`src/hw/rtl/pstb_pkg.sv`:
```
// ----------------------------------------------------------------------------
// pstb_pkg: shared definitions of the prescaled soft timer bank
// Field widths, mode codes and reset values used by the timer bank and
// by its port checker.
// ----------------------------------------------------------------------------
package pstb_pkg;

	localparam int MODE_W  = 3;
	localparam int INDEX_W = 3;
	localparam int COUNT_W = 32;
	localparam int REM_W   = 16;
	localparam int LIMIT_W = 16;

	localparam int FAST_COUNT_DEF = 8;
	localparam int SLOW_COUNT_DEF = 8;

	localparam logic [LIMIT_W-1:0] PRESCALE_RESET = 16'd4410;

	localparam logic [MODE_W-1:0] MODE_TICK        = 3'd0;
	localparam logic [MODE_W-1:0] MODE_RELOAD_FAST = 3'd1;
	localparam logic [MODE_W-1:0] MODE_RELOAD_SLOW = 3'd2;
	localparam logic [MODE_W-1:0] MODE_QUERY_FAST  = 3'd3;
	localparam logic [MODE_W-1:0] MODE_QUERY_SLOW  = 3'd4;

endpackage

```
`src/hw/rtl/prescaled_soft_timer_bank.sv`:
```
// ----------------------------------------------------------------------------
// prescaled_soft_timer_bank: two banks of one-shot 32-bit down-counters
// A fast bank steps on every tick; a slow bank steps once every
// prescale_limit+1 ticks through a 16-bit prescaler. Reload and query
// transfers reach one counter of either bank.
// ----------------------------------------------------------------------------
//
//  channel  | direction | handshake             | payload
//  ---------+-----------+-----------------------+------------------------------
//  cfg      | in        | cfg_valid / cfg_ready | prescale_limit[15:0]
//  in       | in        | in_valid  / in_ready  | mode, timer_index, load_value
//  out      | out       | out_valid / out_ready | remaining[15:0], expired
//
//  One item per cycle, unless a query is held by a stall on out_ready. A
//  transfer lands in the input register; from there it is applied to the
//  counters, and a query's result is written into the output register.
//  Reset clears every counter and the prescaler, and sets the limit to 4410.
//  A stall on out_ready holds only a query waiting in the input register
//  and the items behind it; other ticks and reloads pass a full output register.
//  cfg_ready is always high; a write takes effect at the edge of its transfer.
//
module prescaled_soft_timer_bank #(
	parameter int FAST_COUNT = pstb_pkg::FAST_COUNT_DEF,
	parameter int SLOW_COUNT = pstb_pkg::SLOW_COUNT_DEF
) (
	input  logic                           clk,
	input  logic                           arst_n,
	// configuration write
	input  logic                           cfg_valid,
	output logic                           cfg_ready,
	input  logic [pstb_pkg::LIMIT_W-1:0]   prescale_limit,
	// item input
	input  logic                           in_valid,
	output logic                           in_ready,
	input  logic [pstb_pkg::MODE_W-1:0]    mode,
	input  logic [pstb_pkg::INDEX_W-1:0]   timer_index,
	input  logic [pstb_pkg::COUNT_W-1:0]   load_value,
	// query results
	output logic                           out_valid,
	input  logic                           out_ready,
	output logic [pstb_pkg::REM_W-1:0]     remaining,
	output logic                           expired
);

	// Select widths; a single-counter bank still gets a one-bit select.
	localparam int FAST_IW = (FAST_COUNT > 1) ? $clog2(FAST_COUNT) : 1;
	localparam int SLOW_IW = (SLOW_COUNT > 1) ? $clog2(SLOW_COUNT) : 1;

	// Configuration register: always ready, written on transfer.
	logic [pstb_pkg::LIMIT_W-1:0] prescale_limit_q;

	assign cfg_ready = 1'b1;

	always_ff @(posedge clk or negedge arst_n) begin
		if (!arst_n) begin
			prescale_limit_q <= pstb_pkg::PRESCALE_RESET;
		end else if (cfg_valid) begin
			prescale_limit_q <= prescale_limit;
		end
	end

	// Input register
	logic                           valid_s1;
	logic [pstb_pkg::MODE_W-1:0]    mode_s1;
	logic [pstb_pkg::INDEX_W-1:0]   index_s1;
	logic [pstb_pkg::COUNT_W-1:0]   load_s1;
	logic                           in_xfer;
	logic                           adv_s1;

	// Decoded operation of the held item
	logic do_tick;
	logic do_reload_fast;
	logic do_reload_slow;
	logic do_query_fast;
	logic do_query_slow;
	logic do_query;

	always_comb begin
		do_tick        = 1'b0;
		do_reload_fast = 1'b0;
		do_reload_slow = 1'b0;
		do_query_fast  = 1'b0;
		do_query_slow  = 1'b0;
		unique case (mode_s1)
			pstb_pkg::MODE_TICK:        do_tick        = 1'b1;
			pstb_pkg::MODE_RELOAD_FAST: do_reload_fast = 1'b1;
			pstb_pkg::MODE_RELOAD_SLOW: do_reload_slow = 1'b1;
			pstb_pkg::MODE_QUERY_FAST:  do_query_fast  = 1'b1;
			pstb_pkg::MODE_QUERY_SLOW:  do_query_slow  = 1'b1;
			default: ;  // unused codes: drop the item without effect
		endcase
	end

	assign do_query = do_query_fast | do_query_slow;

	// Output register
	logic                         out_valid_q;
	logic [pstb_pkg::REM_W-1:0]   remaining_q;
	logic                         expired_q;

	// Only a query needs the output register to be free.
	assign adv_s1   = valid_s1 & (~do_query | ~out_valid_q | out_ready);
	assign in_ready = ~valid_s1 | adv_s1;
	assign in_xfer  = in_valid & in_ready;

	always_ff @(posedge clk or negedge arst_n) begin
		if (!arst_n) begin
			valid_s1 <= 1'b0;
		end else if (in_xfer) begin
			valid_s1 <= 1'b1;
		end else if (adv_s1) begin
			valid_s1 <= 1'b0;
		end
	end

	always_ff @(posedge clk) begin
		if (in_xfer) begin
			mode_s1  <= mode;
			index_s1 <= timer_index;
			load_s1  <= load_value;
		end
	end

	// Index range checks and counter selects
	logic               fast_hit;
	logic               slow_hit;
	logic [FAST_IW-1:0] fast_sel;
	logic [SLOW_IW-1:0] slow_sel;

	assign fast_hit = int'(index_s1) < FAST_COUNT;
	assign slow_hit = int'(index_s1) < SLOW_COUNT;
	assign fast_sel = FAST_IW'(index_s1);
	assign slow_sel = SLOW_IW'(index_s1);

	// Prescaler: the slow bank steps when the old value has reached the limit.
	logic [pstb_pkg::LIMIT_W-1:0] prescaler_q;
	logic                         slow_step;

	assign slow_step = prescaler_q >= prescale_limit_q;

	always_ff @(posedge clk or negedge arst_n) begin
		if (!arst_n) begin
			prescaler_q <= '0;
		end else if (adv_s1 && do_tick) begin
			prescaler_q <= slow_step ? '0 : prescaler_q + 1'b1;
		end
	end

	// Counter banks: each counter has its own decrementer and reload path.
	logic [pstb_pkg::COUNT_W-1:0] fast_cnt_q [FAST_COUNT];
	logic [pstb_pkg::COUNT_W-1:0] slow_cnt_q [SLOW_COUNT];

	for (genvar i = 0; i < FAST_COUNT; i++) begin : g_fast
		always_ff @(posedge clk or negedge arst_n) begin
			if (!arst_n) begin
				fast_cnt_q[i] <= '0;
			end else if (adv_s1) begin
				if (do_tick && fast_cnt_q[i] != '0) begin
					fast_cnt_q[i] <= fast_cnt_q[i] - 1'b1;
				end else if (do_reload_fast && fast_hit && fast_sel == FAST_IW'(i)) begin
					fast_cnt_q[i] <= load_s1;
				end
			end
		end
	end

	for (genvar i = 0; i < SLOW_COUNT; i++) begin : g_slow
		always_ff @(posedge clk or negedge arst_n) begin
			if (!arst_n) begin
				slow_cnt_q[i] <= '0;
			end else if (adv_s1) begin
				if (do_tick && slow_step && slow_cnt_q[i] != '0) begin
					slow_cnt_q[i] <= slow_cnt_q[i] - 1'b1;
				end else if (do_reload_slow && slow_hit && slow_sel == SLOW_IW'(i)) begin
					slow_cnt_q[i] <= load_s1;
				end
			end
		end
	end

	// Query read: an index beyond the bank reads as zero, hence expired.
	logic [pstb_pkg::COUNT_W-1:0] fast_rd;
	logic [pstb_pkg::COUNT_W-1:0] slow_rd;
	logic [pstb_pkg::COUNT_W-1:0] query_rd;

	assign fast_rd  = fast_hit ? fast_cnt_q[fast_sel] : '0;
	assign slow_rd  = slow_hit ? slow_cnt_q[slow_sel] : '0;
	assign query_rd = do_query_slow ? slow_rd : fast_rd;

	always_ff @(posedge clk or negedge arst_n) begin
		if (!arst_n) begin
			out_valid_q <= 1'b0;
		end else if (adv_s1 && do_query) begin
			out_valid_q <= 1'b1;
		end else if (out_ready) begin
			out_valid_q <= 1'b0;
		end
	end

	// Expired comes from the full count, not from the truncated value.
	always_ff @(posedge clk) begin
		if (adv_s1 && do_query) begin
			remaining_q <= query_rd[pstb_pkg::REM_W-1:0];
			expired_q   <= (query_rd == '0);
		end
	end

	assign out_valid = out_valid_q;
	assign remaining = remaining_q;
	assign expired   = expired_q;

endmodule

```
`config.mk`:
```
export PLATFORM = sky130hd
export DESIGN_NAME = prescaled_soft_timer_bank
export DESIGN_NICKNAME = d
export VERILOG_FILES = /design/src/hw/rtl/pstb_pkg.sv /design/src/hw/rtl/prescaled_soft_timer_bank.sv
export SDC_FILE = /design/constraint.sdc
export NUM_CORES = 2
export LEC_CHECK = 0
export ABC_AREA = 1
export BUFFER_PORTS_ARGS = -buffer_cell sky130_fd_sc_hd__buf_4
export CAP_MARGIN = 20
export CORE_ASPECT_RATIO = 1.4
export CORE_MARGIN = 4
export CORE_UTILIZATION = 40
export DETAILED_ROUTE_END_ITERATION = 8
export PLACE_DENSITY = 0.66
export RECOVER_POWER = 25
export SYNTH_ARGS = -nofsm -noshare
export SYNTH_HDL_FRONTEND = slang
export SYNTH_SLANG_ARGS = --single-unit
```
`constraint.sdc`:
```
create_clock -name clk -period 3.2 [get_ports clk]
set_input_delay 0.64 -clock clk [delete_from_list [all_inputs] [get_ports clk]]
set_output_delay 0.64 -clock clk [all_outputs]
set_load 0.005 [all_outputs]
```
==> impl_metrics.env <==
export IMPL_avgSynthCellArea_um2=6.151
export IMPL_vias=50230
export IMPL_muxShareOfSynthArea=0.0002432
export IMPL_insertion_delay_ns=0.69
export IMPL_ioPinCount=79
export IMPL_worstSetupStartpoint="prescale_limit_q[3]$_DFFE_PN1P_"
export IMPL_path_clk_slew_ns=0.06
export IMPL_fin_area_mm2=0.05136
export IMPL_r2r_start="prescale_limit_q[3]$_DFFE_PN1P_"
export IMPL_slew_viol_final=45
export IMPL_synth_top_cells_by_area="dfrtp_1, nand2_1, nor2_1, o21ai_0, nand4_1"
export IMPL_crit_chain="inv_1 -> ha_1 -> nand2_1 -> nor2_1 -> and2_1 -> nor2_1 -> nand2_1 -> nand2_1 -> nand2_8 -> nand3_2 -> nand2_1 -> nand2_1 -> buf_4 -> nand2_1 -> nand2_1"
export IMPL_status="finished, violations left"
export IMPL_crit_type="reg2reg"
export IMPL_grt_pass1_vias=47570
export IMPL_die_x_um=295.6
export IMPL_path_depth=15
export IMPL_crit_family="simple AND/OR/NAND/NOR gates"
export IMPL_synth_simple_area_share=0.4436
export IMPL_ys_types=48
export IMPL_crit_top_cell="nand2_1"
export IMPL_synth_async_reset_ratio=0.9085
export IMPL_fin_crit_sh=0.8957
export IMPL_cts_sinks=601
export IMPL_yosysSeqAreaShare=0.3309
export IMPL_reg2reg_depth=15
export IMPL_syn_cell_area_mm2=0.04631
export IMPL_antenna_found_initial=5
export IMPL_grt_max_degree=64
export IMPL_synth_common_cells="nand2_1, nor2_1, inv_1, dfrtp_1, o21ai_0"
export IMPL_r2r_setup_slack_ns=0.33
export IMPL_drtAntennaViolNets=0
export IMPL_place_hpwl_um=137700
export IMPL_cts_tree="yes"
export IMPL_min_period_ns=2.866
export IMPL_htreeDepth=3
export IMPL_synth_top_family_by_area="simple AND/OR/NAND/NOR gates"
export IMPL_peakVddDrop_mv=0.4234
export IMPL_setup_viol=0
export IMPL_slowest_delay_ns=0.51
export IMPL_syn_to_final_growth_pct=10.91
export IMPL_fmax_ghz=0.3489
export IMPL_cts_resized=0
export IMPL_worstPathArrival_ns=3.48
export IMPL_die_h_um=410.6
export IMPL_vias_per_cell=5.528
export IMPL_fin_nets=7637
export IMPL_clockBufferDepth=3
export IMPL_place_area_mm2=0.04883
export IMPL_die_area_mm2=0.1213
export IMPL_routed_wl_um=192200
export IMPL_r2r_end="slow_cnt_q[187]$_DFFE_PN0P_"
export IMPL_p_leak_nw=25.32
export IMPL_yosysWarnings=0
export IMPL_critPathMaxFanout=41
export IMPL_tns_ns=0
export IMPL_avgRoutedWirePerCell_um=21.16
export IMPL_synth_edf_count=55
export IMPL_track_usage=0.3099
export IMPL_cts_root_buffer="clkbuf_16"
export IMPL_synthXorXnorAreaFrac=0.05012
export IMPL_hp_class="in2reg"
export IMPL_syn_nets=7636
export IMPL_cts_hold_buf=1
export IMPL_synth_compound_area_share=0.07987
export IMPL_firstDrtPassIters=6
export IMPL_rsz0062_at_grt="no"
export IMPL_ys_ff_latch=601
export IMPL_drt_iter0_drc=4792
export IMPL_grt_ovfl_total=0
export IMPL_yosysMostFrequentCell="nand2_1"
export IMPL_slowest_stage="dfstp_2"
export IMPL_maxCapViolCount=1
export IMPL_cts_setup_buffers=0
export IMPL_violations="max-capacitance violations, max-slew violations"
export IMPL_drc=0
export IMPL_core_mm2=0.1148
export IMPL_tightest_slew_ns=1.971
export IMPL_ys_flop_type="dfrtp_1"
export IMPL_crit_buf_inv=2
export IMPL_synthAdderAreaFrac=0.01324
export IMPL_slew_headroom=-0.3140
export IMPL_num_fill_cells=12320
export IMPL_yosysTopAreaCell="dfrtp_1"
export IMPL_gp_congestion=1.001
export IMPL_synth_top_area_frac=0.2918
export IMPL_worstPathRequired_ns=3.81
export IMPL_grt_pass1_wl_um=288200
export IMPL_power_density_mw_per_mm2=770.3
export IMPL_cp_start_kind="flop"
export IMPL_port_buffers=77
export IMPL_start_util=0.4035
export IMPL_drive_gt1_frac=0.06034
export IMPL_post_route_util=0.4475
export IMPL_end_kind="flop"
export IMPL_numCtsBuffers=74
export IMPL_finClkSkew_ns=0.03728
export IMPL_hold_viol=0
export IMPL_core_rowCount=147
export IMPL_crit_end="slow_cnt_q[187]$_DFFE_PN0P_"
export IMPL_synthCells=7528
-- worst register-to-register path, cell delays in order, from the launching register on --
cell and delay (ns):
dfstp_2 0.51, inv_1 0.05, ha_1 0.30, nand2_1 0.09, nor2_1 0.05, and2_1 0.15, nor2_1 0.08, nand2_1 0.08
nand2_1 0.16, nand2_8 0.26, nand3_2 0.29, nand2_1 0.07, nand2_1 0.19, buf_4 0.35, nand2_1 0.11, nand2_1 0.07
-- power breakdown --
part	switching (mW)	total [mW]	internal, mW
Sequential	3.45	13.6	10.2
Clock	3.81	9.14	5.33
Combinational	11.5	16.8	5.29
-- how the worst min path moves through the flow --
stage | from | endpoint | cells after the start
floorplan | arst_n | fast_cnt_q[0]$_DFFE_PN0P_ | 0
global placement | slow_cnt_q[32]$_DFFE_PN0P_ | slow_cnt_q[32]$_DFFE_PN0P_ | 2
detailed placement | slow_cnt_q[224]$_DFFE_PN0P_ | slow_cnt_q[224]$_DFFE_PN0P_ | 2
CTS | mode[0] | mode_s1[0]$_DFFE_PP_ | 1
global route | load_value[10] | load_s1[10]$_DFFE_PP_ | 1
finish | mode[0] | mode_s1[0]$_DFFE_PP_ | 1
-- kinds of logic after synthesis --
kind of cell	after synthesis
and+or+nand+nor	5025
buffers and inverters	906
AOI/OAI and AO/OA	680
DFF	601
xor gates and xnor gates	265
adders and majority gates	49
other	1
muxes	1
-- metrics by stage --
stage	cells	hold slack [ns]	setup WS (ns)	power (mW)
floorplan	7528	0.3444	1.004	24.59
global placement	8941	0.4608	0.4154	29.85
detailed placement	8942	0.4659	0.3657	30.08
CTS	9080	0.07987	0.3457	39.39
global route	9082	0.1416	0.1836	42.49
finish	9086	0.1414	0.3337	39.56
-- flip-flops by register name, indices dropped and copies added (netlist names) --
| name | flops |
|---|---|
| prescaler_q | 16 |
| slow_cnt_q | 256 |
| fast_sel | 3 |
| remaining | 16 |
| out_valid | 1 |
| prescale_limit_q | 16 |
| fast_cnt_q | 256 |
| valid_s1 | 1 |
| load_s1 | 32 |
| expired | 1 |
| mode_s1 | 3 |
-- cell type report --
cell class                 instances  area, um^2  share of cell area
tap                             1490        1864             0.03630
sequential                       601       15320              0.2983
clock buffer                     103        2092             0.04073
clock inverter                    34       454.2            0.008843
multi-input combinational       6021       27220              0.5300
timing repair buffer             269        2276             0.04431
antenna                            6       15.01           0.0002923
inverter                         562        2115             0.04117
-- cells in the final DEF, fill, tap and decap left out, drive strengths merged, types with 2 or more instances in the layout --
cell type	count
nand2	3071
nor2	1140
inv	562
dfrtp	540
o21ai	515
nand3	371
nand4	362
buf	222
xor2	173
clkbuf	149
a21oi	100
xnor2	92
edfxtp	55
o211ai	53
ha	49
nor3	45
clkinv	19
nand3b	16
bufinv	9
and2	7
diode	6
o21bai	6
clkinvlp	6
dfstp	6
nor4	5
or2	5
nor3b	3
o31ai	2
a31oi	2
-- routing by layer --
layer	up-vias	global-route usage	share of wire
met4	2	0.2046	0.077
met5	-	0	0.000057
met1	23530	0.3700	0.38
li1	23980	-	-
met2	2145	0.5141	0.47
met3	572	0.05047	0.078
Note: power is estimated with default switching activity, not from simulation.
